<file path="src/rtl/cclim_pkg.sv">
// Shared types, register indexes and constants of the chassis current power limiter.
package cclim_pkg;

  localparam int unsigned CUR_W  = 16;
  localparam int unsigned SUM_W  = 18;
  localparam int unsigned QUO_W  = 16;
  localparam int unsigned PROD_W = 37;
  localparam int unsigned CFG_W  = 17;
  localparam int unsigned IDX_W  = 3;

  localparam logic [13:0] POWER_LOW   = 14'd200;
  localparam logic [17:0] STEP_HI_GAP = 18'd2000;
  localparam logic [17:0] STEP_LO_GAP = 18'd1000;
  localparam logic [18:0] COEF_HI     = 19'd99;
  localparam logic [18:0] COEF_LO     = 19'd49;
  localparam logic [17:0] DIV_HI      = 18'd100;
  localparam logic [17:0] DIV_LO      = 18'd50;

  typedef enum logic [IDX_W-1:0] {
    REG_BUFFER_THRESHOLD = 3'd0,
    REG_POWER_OFFSET     = 3'd1,
    REG_FACTOR_BASE      = 3'd2,
    REG_FACTOR_SLOPE     = 3'd3,
    REG_CURRENT_CAP      = 3'd4,
    REG_SLEW_SUM         = 3'd5,
    REG_COUNT_LIMIT      = 3'd6,
    REG_CAP_VOLT_MIN     = 3'd7
  } reg_idx_e;

  typedef struct packed {
    logic signed [15:0] req_front_left;
    logic signed [15:0] req_front_right;
    logic signed [15:0] req_back_left;
    logic signed [15:0] req_back_right;
    logic [9:0]         energy_buffer;
    logic [13:0]        power_tenths;
    logic               cap_releasing;
    logic [11:0]        cap_volt;
  } in_item_t;

  typedef struct packed {
    logic signed [15:0] out_front_left;
    logic signed [15:0] out_front_right;
    logic signed [15:0] out_back_left;
    logic signed [15:0] out_back_right;
    logic               unlimited;
  } out_item_t;

  // Request to the shared multiply-divide unit: q = trunc((a*b + c) / divisor).
  typedef struct packed {
    logic               start;
    logic signed [16:0] a;
    logic [SUM_W:0]     b;
    logic signed [16:0] c;
    logic [SUM_W-1:0]   divisor;
  } md_req_t;

  typedef struct packed {
    logic               done;
    logic signed [15:0] q;
  } md_rsp_t;

endpackage

</file>
<file path="src/rtl/cclim_muldiv.sv">
// Shared multiply-add then restoring divide unit, one quotient bit per cycle.
module cclim_muldiv import cclim_pkg::*; (
  input  logic    clk_i,
  input  logic    rst_ni,
  input  md_req_t req_i,
  output md_rsp_t rsp_o
);

  localparam logic [1:0] U_IDLE = 2'd0;
  localparam logic [1:0] U_MUL  = 2'd1;
  localparam logic [1:0] U_DIV  = 2'd2;

  logic [1:0]              state_q, state_d;
  logic [3:0]              cnt_q, cnt_d;
  logic signed [16:0]      a_q, c_q;
  logic [SUM_W:0]          b_q;
  logic [SUM_W-1:0]        div_q;
  logic [SUM_W-1:0]        rem_q, rem_d;
  logic [QUO_W-1:0]        quo_q, quo_d;
  logic                    neg_q, neg_d;
  logic signed [PROD_W-1:0] prod;
  logic [PROD_W-1:0]       mag;
  logic [SUM_W:0]          trial;
  logic [SUM_W:0]          diff;
  logic                    take;

  assign prod = PROD_W'($signed(a_q) * $signed({1'b0, b_q})) + PROD_W'(c_q);
  assign mag  = prod[PROD_W-1] ? PROD_W'(-prod) : PROD_W'(prod);

  assign trial = {rem_q, quo_q[QUO_W-1]};
  assign diff  = trial - {1'b0, div_q};
  assign take  = trial >= {1'b0, div_q};

  always_comb begin
    state_d = state_q;
    cnt_d   = cnt_q;
    rem_d   = rem_q;
    quo_d   = quo_q;
    neg_d   = neg_q;
    rsp_o.done = 1'b0;
    unique case (state_q)
      U_IDLE: begin
        if (req_i.start) state_d = U_MUL;
      end
      U_MUL: begin
        // Top bits stay below the divisor, since the quotient fits QUO_W bits.
        neg_d   = prod[PROD_W-1];
        rem_d   = mag[QUO_W +: SUM_W];
        quo_d   = mag[QUO_W-1:0];
        cnt_d   = '0;
        state_d = U_DIV;
      end
      U_DIV: begin
        rem_d = take ? diff[SUM_W-1:0] : trial[SUM_W-1:0];
        quo_d = {quo_q[QUO_W-2:0], take};
        cnt_d = cnt_q + 4'd1;
        if (cnt_q == 4'(QUO_W - 1)) begin
          rsp_o.done = 1'b1;
          state_d    = U_IDLE;
        end
      end
      default: state_d = U_IDLE;
    endcase
    // Present the quotient including the bit formed in this cycle.
    rsp_o.q = neg_q ? -$signed(quo_d) : $signed(quo_d);
  end

  always_ff @(posedge clk_i or negedge rst_ni) begin
    if (!rst_ni) begin
      state_q <= U_IDLE;
      cnt_q   <= '0;
    end else begin
      state_q <= state_d;
      cnt_q   <= cnt_d;
    end
  end

  always_ff @(posedge clk_i) begin
    if (state_q == U_IDLE && req_i.start) begin
      a_q   <= req_i.a;
      b_q   <= req_i.b;
      c_q   <= req_i.c;
      div_q <= req_i.divisor;
    end
    rem_q <= rem_d;
    quo_q <= quo_d;
    neg_q <= neg_d;
  end

endmodule

</file>
<file path="src/rtl/chassis_current_power_limiter.sv">
// Top level of the chassis current power limiter: registers, sequencer and result register.
// One control tick is one input beat and gives one output beat. A tick in unlimited
// mode goes from acceptance straight to the done state and the output register; a
// limited tick passes a prepare state, a scaling pass over all four wheels if scaling
// applies, a slew check and a slew pass over all four wheels if slewing applies. The
// time is set by the single shared multiply-divide unit: an issue state, a multiply-add
// state, then a restoring divide that yields one quotient bit per cycle, used for the
// wheels in turn. The input is not ready while a tick is in work; a finished result
// waits in the output register while the next tick is taken. Configuration writes are
// registered directly and must only be issued while the block is idle.
module chassis_current_power_limiter import cclim_pkg::*; (
  input  logic             clk_i,
  input  logic             rst_ni,
  input  logic             cfg_we_i,
  input  logic [IDX_W-1:0] cfg_idx_i,
  input  logic [CFG_W-1:0] cfg_wdata_i,
  input  logic             in_valid_i,
  output logic             in_ready_o,
  input  in_item_t         in_i,
  output logic             out_valid_o,
  input  logic             out_ready_i,
  output out_item_t        out_o
);

  localparam logic [2:0] ST_IDLE     = 3'd0;
  localparam logic [2:0] ST_PREP     = 3'd1;
  localparam logic [2:0] ST_SCL_GO   = 3'd2;
  localparam logic [2:0] ST_SCL_WAIT = 3'd3;
  localparam logic [2:0] ST_SLW_CHK  = 3'd4;
  localparam logic [2:0] ST_SLW_GO   = 3'd5;
  localparam logic [2:0] ST_SLW_WAIT = 3'd6;
  localparam logic [2:0] ST_DONE     = 3'd7;

  // Configuration registers
  logic [7:0]  thr_q;
  logic [13:0] poff_q;
  logic [15:0] fbase_q;
  logic [9:0]  fslope_q;
  logic [16:0] cap_q;
  logic [16:0] slew_q;
  logic [7:0]  climit_q;
  logic [11:0] vmin_q;

  // Persistent tick state
  logic signed [15:0] last_q [4];
  logic [7:0]         zcnt_q;
  logic               unl_q;

  // Work registers
  logic [2:0]         state_q, state_d;
  logic [1:0]         idx_q;
  in_item_t           item_q;
  logic signed [15:0] res_q [4];
  logic [SUM_W-1:0]   sum_q;
  logic [SUM_W-1:0]   fac_q;
  logic               hi_q;
  logic               out_valid_q;
  out_item_t          out_q;

  md_req_t            md_req;
  md_rsp_t            md_rsp;

  logic signed [15:0] cur [4];
  logic [16:0]        cmag [4];
  logic [SUM_W-1:0]   sum_c;
  logic signed [19:0] lhs, rhs;
  logic [13:0]        excess;
  logic               buf_scale;
  logic [20:0]        fraw;
  logic [SUM_W-1:0]   fmin;
  logic               cap_cond;
  logic               do_scale;
  logic [8:0]         zcnt_inc;
  logic               unl_next;
  logic [7:0]         zcnt_next;
  logic [16:0]        lmag;
  logic signed [16:0] ladj;
  logic signed [17:0] gap;
  logic [17:0]        gap_mag;
  logic               accept;
  logic               out_free;

  cclim_muldiv u_muldiv (
    .clk_i  (clk_i),
    .rst_ni (rst_ni),
    .req_i  (md_req),
    .rsp_o  (md_rsp)
  );

  assign cur[0] = item_q.req_front_left;
  assign cur[1] = item_q.req_front_right;
  assign cur[2] = item_q.req_back_left;
  assign cur[3] = item_q.req_back_right;

  always_comb begin
    for (int i = 0; i < 4; i++) begin
      cmag[i] = cur[i][15] ? 17'(-$signed({cur[i][15], cur[i]})) : {1'b0, cur[i]};
    end
  end
  assign sum_c = SUM_W'(cmag[0]) + SUM_W'(cmag[1]) + SUM_W'(cmag[2]) + SUM_W'(cmag[3]);

  // Buffer scaling applies when 100*buffer minus excess power falls under 100*threshold.
  assign excess    = (item_q.power_tenths > poff_q) ? item_q.power_tenths - poff_q : '0;
  assign lhs       = $signed(20'(item_q.energy_buffer) * 20'd100) - $signed(20'(excess));
  assign rhs       = $signed(20'(thr_q) * 20'd100);
  assign buf_scale = lhs < rhs;
  assign fraw      = 21'(fbase_q) + 21'(fslope_q) * 21'(item_q.energy_buffer);
  assign fmin      = (fraw > 21'(sum_c)) ? sum_c : SUM_W'(fraw);
  assign cap_cond  = !item_q.cap_releasing || (item_q.cap_volt < vmin_q);
  assign do_scale  = buf_scale ? (sum_c != '0) : (cap_cond && (sum_c > SUM_W'(cap_q)));

  // Zero-buffer tracking, evaluated on the accepted beat.
  assign zcnt_inc = {1'b0, zcnt_q} + 9'd1;
  always_comb begin
    unl_next  = unl_q;
    zcnt_next = zcnt_q;
    if (in_i.energy_buffer != '0) begin
      unl_next  = 1'b0;
      zcnt_next = '0;
    end else if (in_i.power_tenths < POWER_LOW) begin
      if (zcnt_inc > {1'b0, climit_q}) begin
        unl_next  = 1'b1;
        zcnt_next = '0;
      end else begin
        zcnt_next = zcnt_inc[7:0];
      end
    end
  end

  // Last value takes the sign of the current wheel's result; positive saturates.
  assign lmag = last_q[idx_q][15] ? 17'(-$signed({last_q[idx_q][15], last_q[idx_q]}))
                                  : {1'b0, last_q[idx_q]};
  assign ladj = (res_q[idx_q] > 16'sd0) ? ((lmag > 17'd32767) ? 17'sd32767 : $signed(lmag))
                                        : -$signed(lmag);
  assign gap     = 18'(res_q[idx_q]) - 18'(ladj);
  assign gap_mag = gap[17] ? 18'(-gap) : 18'(gap);

  always_comb begin
    md_req = '0;
    if (state_q == ST_SCL_GO) begin
      md_req.start   = 1'b1;
      md_req.a       = 17'(cur[idx_q]);
      md_req.b       = {1'b0, fac_q};
      md_req.c       = '0;
      md_req.divisor = sum_q;
    end else if (state_q == ST_SLW_GO) begin
      md_req.start   = 1'b1;
      md_req.a       = ladj;
      md_req.b       = hi_q ? COEF_HI : COEF_LO;
      md_req.c       = 17'(res_q[idx_q]);
      md_req.divisor = hi_q ? DIV_HI : DIV_LO;
    end
  end

  assign in_ready_o  = (state_q == ST_IDLE);
  assign accept      = in_valid_i && in_ready_o;
  assign out_free    = !out_valid_q || out_ready_i;
  assign out_valid_o = out_valid_q;
  assign out_o       = out_q;

  always_comb begin
    state_d = state_q;
    unique case (state_q)
      ST_IDLE:     if (accept) state_d = unl_next ? ST_DONE : ST_PREP;
      ST_PREP:     state_d = do_scale ? ST_SCL_GO : ST_SLW_CHK;
      ST_SCL_GO:   state_d = ST_SCL_WAIT;
      ST_SCL_WAIT: begin
        if (md_rsp.done) state_d = (idx_q == 2'd3) ? ST_SLW_CHK : ST_SCL_GO;
      end
      ST_SLW_CHK: begin
        if (sum_q > SUM_W'(slew_q) && gap_mag > STEP_LO_GAP) state_d = ST_SLW_GO;
        else state_d = ST_DONE;
      end
      ST_SLW_GO:   state_d = ST_SLW_WAIT;
      ST_SLW_WAIT: begin
        if (md_rsp.done) state_d = (idx_q == 2'd3) ? ST_DONE : ST_SLW_GO;
      end
      ST_DONE:     if (out_free) state_d = ST_IDLE;
      default:     state_d = ST_IDLE;
    endcase
  end

  always_ff @(posedge clk_i or negedge rst_ni) begin
    if (!rst_ni) begin
      thr_q       <= 8'd20;
      poff_q      <= 14'd700;
      fbase_q     <= 16'd2500;
      fslope_q    <= 10'd192;
      cap_q       <= 17'd14500;
      slew_q      <= 17'd11000;
      climit_q    <= 8'd200;
      vmin_q      <= 12'd1200;
      for (int i = 0; i < 4; i++) last_q[i] <= '0;
      zcnt_q      <= '0;
      unl_q       <= 1'b0;
      state_q     <= ST_IDLE;
      idx_q       <= '0;
      out_valid_q <= 1'b0;
    end else begin
      if (cfg_we_i) begin
        unique case (reg_idx_e'(cfg_idx_i))
          REG_BUFFER_THRESHOLD: thr_q    <= cfg_wdata_i[7:0];
          REG_POWER_OFFSET:     poff_q   <= cfg_wdata_i[13:0];
          REG_FACTOR_BASE:      fbase_q  <= cfg_wdata_i[15:0];
          REG_FACTOR_SLOPE:     fslope_q <= cfg_wdata_i[9:0];
          REG_CURRENT_CAP:      cap_q    <= cfg_wdata_i;
          REG_SLEW_SUM:         slew_q   <= cfg_wdata_i;
          REG_COUNT_LIMIT:      climit_q <= cfg_wdata_i[7:0];
          REG_CAP_VOLT_MIN:     vmin_q   <= cfg_wdata_i[11:0];
          default: ;
        endcase
      end
      state_q <= state_d;
      if (accept) begin
        zcnt_q <= zcnt_next;
        unl_q  <= unl_next;
      end
      // Advance the wheel index as each unit result comes back; clear on entry.
      if (state_q == ST_PREP) idx_q <= '0;
      else if (state_q == ST_SLW_CHK) idx_q <= '0;
      else if (md_rsp.done) idx_q <= idx_q + 2'd1;
      // Commit the new last values for limited ticks only.
      if (state_q == ST_DONE && out_free && !unl_q) begin
        for (int i = 0; i < 4; i++) last_q[i] <= res_q[i];
      end
      if (state_q == ST_DONE && out_free) out_valid_q <= 1'b1;
      else if (out_ready_i) out_valid_q <= 1'b0;
    end
  end

  always_ff @(posedge clk_i) begin
    if (accept) item_q <= in_i;
    if (state_q == ST_PREP) begin
      sum_q <= sum_c;
      fac_q <= buf_scale ? fmin : SUM_W'(cap_q);
      for (int i = 0; i < 4; i++) res_q[i] <= cur[i];
    end
    if (state_q == ST_SLW_CHK) hi_q <= gap_mag > STEP_HI_GAP;
    if ((state_q == ST_SCL_WAIT || state_q == ST_SLW_WAIT) && md_rsp.done) begin
      res_q[idx_q] <= md_rsp.q;
    end
    if (state_q == ST_DONE && out_free) begin
      if (unl_q) begin
        out_q.out_front_left  <= cur[0];
        out_q.out_front_right <= cur[1];
        out_q.out_back_left   <= cur[2];
        out_q.out_back_right  <= cur[3];
      end else begin
        out_q.out_front_left  <= res_q[0];
        out_q.out_front_right <= res_q[1];
        out_q.out_back_left   <= res_q[2];
        out_q.out_back_right  <= res_q[3];
      end
      out_q.unlimited <= unl_q;
    end
  end

endmodule

</file>
<file path="config.mk">
export PLATFORM = sky130hd
export DESIGN_NAME = chassis_current_power_limiter
export DESIGN_NICKNAME = d
export VERILOG_FILES = /design/src/rtl/cclim_pkg.sv /design/src/rtl/cclim_muldiv.sv /design/src/rtl/chassis_current_power_limiter.sv
export SDC_FILE = /design/constraint.sdc
export NUM_CORES = 2
export LEC_CHECK = 0
export BUFFER_PORTS_ARGS = -buffer_cell sky130_fd_sc_hd__buf_2
export CAP_MARGIN = 25
export CELL_PAD_IN_SITES_DETAIL_PLACEMENT = 1
export CELL_PAD_IN_SITES_GLOBAL_PLACEMENT = 2
export CORE_MARGIN = 2
export CORE_UTILIZATION = 45
export DETAILED_ROUTE_END_ITERATION = 6
export GPL_ROUTABILITY_DRIVEN = 0
export PLACE_DENSITY_LB_ADDON = 0.1
export RECOVER_POWER = 50
export SETUP_SLACK_MARGIN = 0.15
export SKIP_CTS_REPAIR_TIMING = 1
export SYNTH_ARGS = -nofsm -noshare
export SYNTH_HDL_FRONTEND = slang
export SYNTH_SLANG_ARGS = --single-unit
</file>
<file path="constraint.sdc">
create_clock -name clk_i -period 21.2 [get_ports clk_i]
set_clock_uncertainty 0.15 [all_clocks]
set_input_delay 0 -clock clk_i [delete_from_list [all_inputs] [get_ports clk_i]]
set_output_delay 0 -clock clk_i [all_outputs]
set_load 0.01 [all_outputs]
</file>
Word level (Yosys, flattened, before mapping)
Memories as Yosys holds them, arrays and structs flattened.
Index checks and enable logic that the tools add are counted.
{"block": "op_classes", "n_reduce_logical": 35, "muxes": 62, "n_eq_ne": 24, "bitwise": 2, "n_lt_le_gt_ge": 14, "addsub": 21, "n_mul": 4}
{"cell": "two-way mux 72 bit", "count": 2}
{"cell": "two-way mux 17 bit", "count": 8}
{"cell": "two-way mux 16 bit", "count": 6}
{"cell": "negator 16 -> 17 bit", "count": 5}
{"cell": "binary-select mux 16 bit (select 2 bit)", "count": 2}
{"cell": "two-way mux 64 bit", "count": 1}
{"cell": "two-way mux 18 bit", "count": 3}
{"cell": "adder 37 x 16 -> 37 bit", "count": 1}
{"cell": "multiplier 17 x 20 -> 37 bit", "count": 1}
{"cell": "adder 18 x 17 -> 18 bit", "count": 2}
{"cell": "> comparator 18 x 17 -> 1 bit", "count": 2}
{"cell": "one-hot mux 18 bit (2 select lines)", "count": 1}
{"cell": "two-way mux 34 bit", "count": 1}
{"cell": "negator 34 bit", "count": 1}
{"cell": "one-hot mux 16 bit (2 select lines)", "count": 1}
{"cell": "equality test 3 bit, second input constant", "count": 8}
{"cell": "two-way mux 8 bit", "count": 3}
{"cell": "one-hot mux 3 bit (8 select lines)", "count": 1}
{"cell": "adder 16 x 20 -> 21 bit", "count": 1}
{"cell": "> comparator 21 x 18 -> 1 bit", "count": 1}
{"cell": "two-way mux 3 bit", "count": 7}
{"cell": "multiplier 10 x 10 -> 20 bit", "count": 1}
{"cell": "AND reduction 2 bit", "count": 10}
{"cell": ">= comparator 19 x 18 -> 1 bit", "count": 1}
{"cell": "other kinds (50)", "count": 92}
{"block": "word_totals", "input_bits": 126, "out_inout_bits": 67, "mem_bits_rw": 64, "regBits": 495, "memories": 1}
{"name": "res_q", "words": 4, "word_bits": 16, "rd": 5, "rd_ports_with_merged_regs": 0, "wr": 4, "line_no": "chassis_current_power_limiter.sv:53", "text": "logic signed [15:0] res_q [4];"}

Longest topological paths before layout
{"block": "logic_depth", "word_depth": 16, "mapped_depth": 34}

By module
A second synthesis with hierarchy kept.
{"block": "unflattened", "cells_unflattened": 4879, "hier_area_um2": 50619.8}
{"mod": "chassis_current_power_limiter", "cells_per_inst": 2893, "area_per_inst_um2": 32258.4, "seq_area_each_um2": 12592.1, "n_inst": 1}
{"mod": "cclim_muldiv", "cells_per_inst": 1986, "area_per_inst_um2": 18361.4, "seq_area_each_um2": 3173.0, "n_inst": 1}

Least setup slack after synthesis
Ideal clock, no wire load.
{"block": "synth_path", "kind": "register to register", "from": "register u_muldiv.a_q[7]", "to": "memory res_q[0][14] (data pin)", "arrival_time_ns": 7.728, "synth_period_minus_slack_ns": 8.144, "required_time_ns": 20.784, "setup_slack_ns": 13.056, "setup_ns": 0.266, "stages_incl_launch_ff": 31, "cell_sequence": "edfxtp_1 -> clkbuf_1 -> clkbuf_1 -> nand2_1 -> fa_1 -> inv_1 -> fa_1 -> inv_1 -> fa_1 -> inv_1 -> fa_1 -> fa_1 -> fa_1 -> ha_1 -> buf_6 -> a21o_4 -> a221oi_2 -> o2111ai_2 -> a221oi_4 -> nand3_1 -> nand3_1 -> a21oi_1 -> or2_2 -> inv_1 -> ha_1 -> inv_1 -> or3_1 -> or2_1 -> buf_2 -> a222oi_1 -> nand3_1"}
{"item": "start: declaration", "line_no": "cclim_muldiv.sv:15", "text": "logic signed [16:0] a_q, c_q;"}
{"item": "start signal: assignment", "line_no": "cclim_muldiv.sv:80", "text": "a_q <= req_i.a;"}
{"item": "end: declaration", "line_no": "chassis_current_power_limiter.sv:53"}

Worst setup path after layout
{"block": "layout_path", "from": "register idx_q[0]", "to": "register hi_q (data pin)"}
{"block": "layout_via", "elab_chain_cells": 13}
{"item": "start: declaration", "line_no": "chassis_current_power_limiter.sv:51", "text": "logic [1:0] idx_q;"}
{"item": "start signal: assignment", "line_no": "chassis_current_power_limiter.sv:221", "text": "else if (md_rsp.done) idx_q <= idx_q + 2'd1;"}
{"item": "inverter 2 -> 3 bit (implied by the code)", "line_no": "chassis_current_power_limiter.sv:131, chassis_current_power_limiter.sv:132"}
{"item": "binary-select mux 16 bit (select 2 bit)", "line_no": "chassis_current_power_limiter.sv:131, chassis_current_power_limiter.sv:132"}
{"item": "two-way mux 16 bit (implied by the code) (2 in a row)", "line_no": "chassis_current_power_limiter.sv:131, chassis_current_power_limiter.sv:132"}
{"item": "negator 16 -> 17 bit", "line_no": "chassis_current_power_limiter.sv:131", "text": "assign lmag = last_q[idx_q][15] ? 17'(-$signed({last_q[idx_q][15], last_q[idx_q]}))"}
{"item": "two-way mux 17 bit", "line_no": "chassis_current_power_limiter.sv:131"}
{"item": "> comparator 17 x 15 -> 1 bit", "line_no": "chassis_current_power_limiter.sv:133", "text": "assign ladj = (res_q[idx_q] > 16'sd0) ? ((lmag > 17'd32767) ? 17'sd32767 : $signed(lmag))"}
{"item": "two-way mux 17 bit (2 in a row)", "line_no": "chassis_current_power_limiter.sv:133"}
{"item": "subtractor 16 x 17 -> 18 bit *", "line_no": "chassis_current_power_limiter.sv:135", "text": "assign gap = 18'(res_q[idx_q]) - 18'(ladj);"}
{"item": "negator 18 bit", "line_no": "chassis_current_power_limiter.sv:136", "text": "assign gap_mag = gap[17] ? 18'(-gap) : 18'(gap);"}
{"item": "two-way mux 18 bit *", "line_no": "chassis_current_power_limiter.sv:136"}
{"item": "> comparator 18 x 11 -> 1 bit *", "line_no": "chassis_current_power_limiter.sv:238", "text": "if (state_q == ST_SLW_CHK) hi_q <= gap_mag > STEP_HI_GAP;"}
{"item": "end signal: assignment", "line_no": "chassis_current_power_limiter.sv:238"}
{"item": "end: declaration", "line_no": "chassis_current_power_limiter.sv:56", "text": "logic hi_q;"}
Mark *: on every way between the ends. The rest lies on a longest branch, timed or not. The select of a mux whose other input is x is not followed.
A chain may end at the register's enable or synchronous reset.

==> run metrics <==
vias per inst=5.70; max_slew headroom=-1.72; Skew-Pair Late Insertion Delay=0.65 ns; critical path buffer and inverter count=4; share of layout cells above drive strength 1=0.115; Synth warnings=0; failing checks=design-rule violations, max-capacitance violations, max-slew violations; most common cell in the synthesized netlist=inv_1; top cells by area, synth=edfxtp_1 (21%), fa_1 (16%), ha_1 (11%), dfrtp_1 (7.5%), mux2_2 (5.1%); FILL cells=12,200; ys flop type=edfxtp_1; cts bufs inserted=66; Num Clock Sinks=558; Max Slew Vio Count=376; TritonCTS clock tree=yes; crit path kind=reg -> reg; Initial Util=0.454; crit path launch type=register; largest net degree at the start of global routing=76; max-cap violation count=9; Area Growth Syn to Fin=13.7%; Achievable Freq=92.2 MHz; final WL=165,000 µm; initial antenna violation count=7; syn avg cell area=10.3 µm²; WP data arrival=11.08 ns; Synth top cells by count=inv_1 (612), nand2_1 (500), ha_1 (428); remaining antenna violation count=0; number of global-route vias before repair=39,800; status=complete, but fails checks; routed vias=38,500; hold violation count in the final report=0; slowest stage cell, crit path=clkbuf_1; post-DP HPWL=123,000 µm; Crit path largest cell delay=1.58 ns; first-pass GRT wire length=245,000 µm; Root Buffer=clkbuf_16; H-tree levels=3; ANT cells=0; Worst EP required=21.43 ns; Syn Inst Count=4,857; async set-reset flop share out of synthesis=0.335; Max FO, Critical Path=29; grt ovf=0; Slew @ Worst Pin=4.09 ns; Die Y=338 µm; Synth Cell Area=50,200 µm²; # DRC=4; Ports=193; Seq/Total Area, Yosys=0.313; post-route setup TNS=0 ns; RSZ-0062 raised after global routing=no; Yosys top cell by area=edfxtp_1; Worst Setup End Kind=register; Post-synth EDFFs=355; Final min period=10.85 ns; register area=15,700 µm²; fin crit share=0.512; Hold WC Path Type=in -> reg; CTS Buffer Depth=3; DR iter-0 viols=2,711; Multi-input gate area=31,500 µm²; Synth cell types=112; share of the synthesized area in the top cell type=0.212; Final setup violation count=0; Worst-path clk slew=0.06 ns; die area=114,000 µm²; core area=111,000 µm²; FF+latch count, synth=558; count of input and output buffers=192; drt pass-1 iters=7; GRT Total Usage=0.278; fin nets=6,173; die width=338 µm; Cell Rows=122; CP delay by family, top=compound AO/OA/AOI/OAI gates; DR WL/cell=24.4 µm
-- per-stage QoR --
step | instance area (µm²) | util | hold slack, ns | setup WS (ns) | std cells
after floorplan | 50200 | - | -0.446 | 13.06 | 4860
after global placement | 52700 | 0.476 | -0.0318 | 11.90 | 6398
after detailed placement | 52700 | 0.476 | -0.0299 | 11.83 | 6399
after CTS | 54900 | 0.496 | -0.720 | 11.70 | 6520
after global routing | 57100 | 0.516 | 0.128 | 9.23 | 6761
final | 57100 | 0.516 | 0.135 | 10.35 | 6761
-- placed cells by master, fill, tap and decap left out, types with 20 or more instances in the layout --
cell type | synthesis | routed
o21ai_0 | 211 | 211
inv_1 | 612 | 612
nand3_1 | 87 | 87
o21a_1 | 41 | 41
and2_1 | 228 | 207
and2_0 | 0 | 20
nor4_1 | 28 | 28
ha_1 | 428 | 428
or3_1 | 25 | 25
buf_2 | 13 | 109
xor2_1 | 83 | 83
edfxtp_1 | 355 | 355
a21o_1 | 55 | 55
o31ai_1 | 33 | 33
clkbuf_16 | 0 | 71
nor2b_1 | 35 | 34
xnor2_1 | 153 | 153
nor3_1 | 77 | 76
mux2_1 | 0 | 20
o211ai_1 | 23 | 23
a21oi_1 | 140 | 140
buf_4 | 4 | 38
fa_1 | 399 | 399
nand2b_1 | 54 | 54
clkbuf_1 | 151 | 116
dlygate4sd3_1 | 0 | 238
nor2_1 | 170 | 169
mux2_2 | 226 | 206
mux2i_1 | 40 | 40
nand2_1 | 500 | 500
or4_1 | 25 | 25
dfrtp_1 | 151 | 149
mux4_2 | 37 | 37
dfstp_2 | 36 | 36
a211oi_1 | 20 | 20
nand4_1 | 39 | 39
-- path summary, 6_finish.rpt --
kind | start | endpoint | slack (ns) | cells after the start
max | idx_q[0] | hi_q | 10.35 | 27
min | cfg_wdata_i[14] | fbase_q[14] | 0.13 | 3
max reg2reg | idx_q[0] | hi_q | 10.35 | 27
min reg2reg | climit_q[1] | climit_q[1] | 0.35 | 1
max in group asynchronous | rst_ni | unl_q | 15.39 | 3
min in group asynchronous | rst_ni | cap_q[12] | 1.17 | 2
-- cells by family (layout without fill, tap and decap cells) --
kind of cell,Yosys count,count (layout),share of synthesized area
flip-flops,558,558,0.313
other,1,4,0.0000747
AND/OR/NAND/NOR,1369,1369,0.137
multiplexers,314,314,0.0809
AO/OA/AOI/OAI,746,746,0.0995
buffers and inverters,805,1218,0.0623
adder cells (fa/ha/maj),827,827,0.266
XOR/XNOR,237,237,0.0415
-- state kept, by name, summed over array words and instances (netlist names), 8 cells and up --
register / flops
out_o: 65
cur: 64
last_q: 64
res_q: 64
item_q: 37
fac_q: 18
sum_q: 18
u_muldiv.b_q: 18
u_muldiv.div_q: 18
u_muldiv.rem_q: 18
cap_q: 17
slew_q: 17
u_muldiv.a_q: 17
fbase_q: 16
u_muldiv.c_q: 16
u_muldiv.quo_q: 16
poff_q: 14
vmin_q: 12
fslope_q: 10
climit_q: 8
thr_q: 8
zcnt_q: 8
-- cell type report --
class	instances	share of cell area
multi-input cells	3497	0.551
flip-flops and latches	558	0.275
repair buffers	483	0.0631
inverters	614	0.0404
clock buffers	95	0.0334
well taps	1488	0.0326
clock inverters	26	0.00458
-- worst min-delay path, stage by stage --
cell and delay, ns:
dlygate4sd3_1 0.52, buf_2 0.20, mux2_2 0.17
-- layer usage --
layer | global-route usage | part of all wire | wire length (µm) | vias up
li1 | - | - | - | 17500
met1 | 0.393 | 0.44 | 73300 | 19800
met2 | 0.448 | 0.47 | 78000 | 982
met3 | 0.0425 | 0.055 | 9150 | 237
met4 | 0.0718 | 0.028 | 4590 | 2
met5 | 0 | 0.000079 | 13 | -
Power is not shown: default switching activity piles up to over one toggle a cycle in this logic, so the estimate is an artifact.
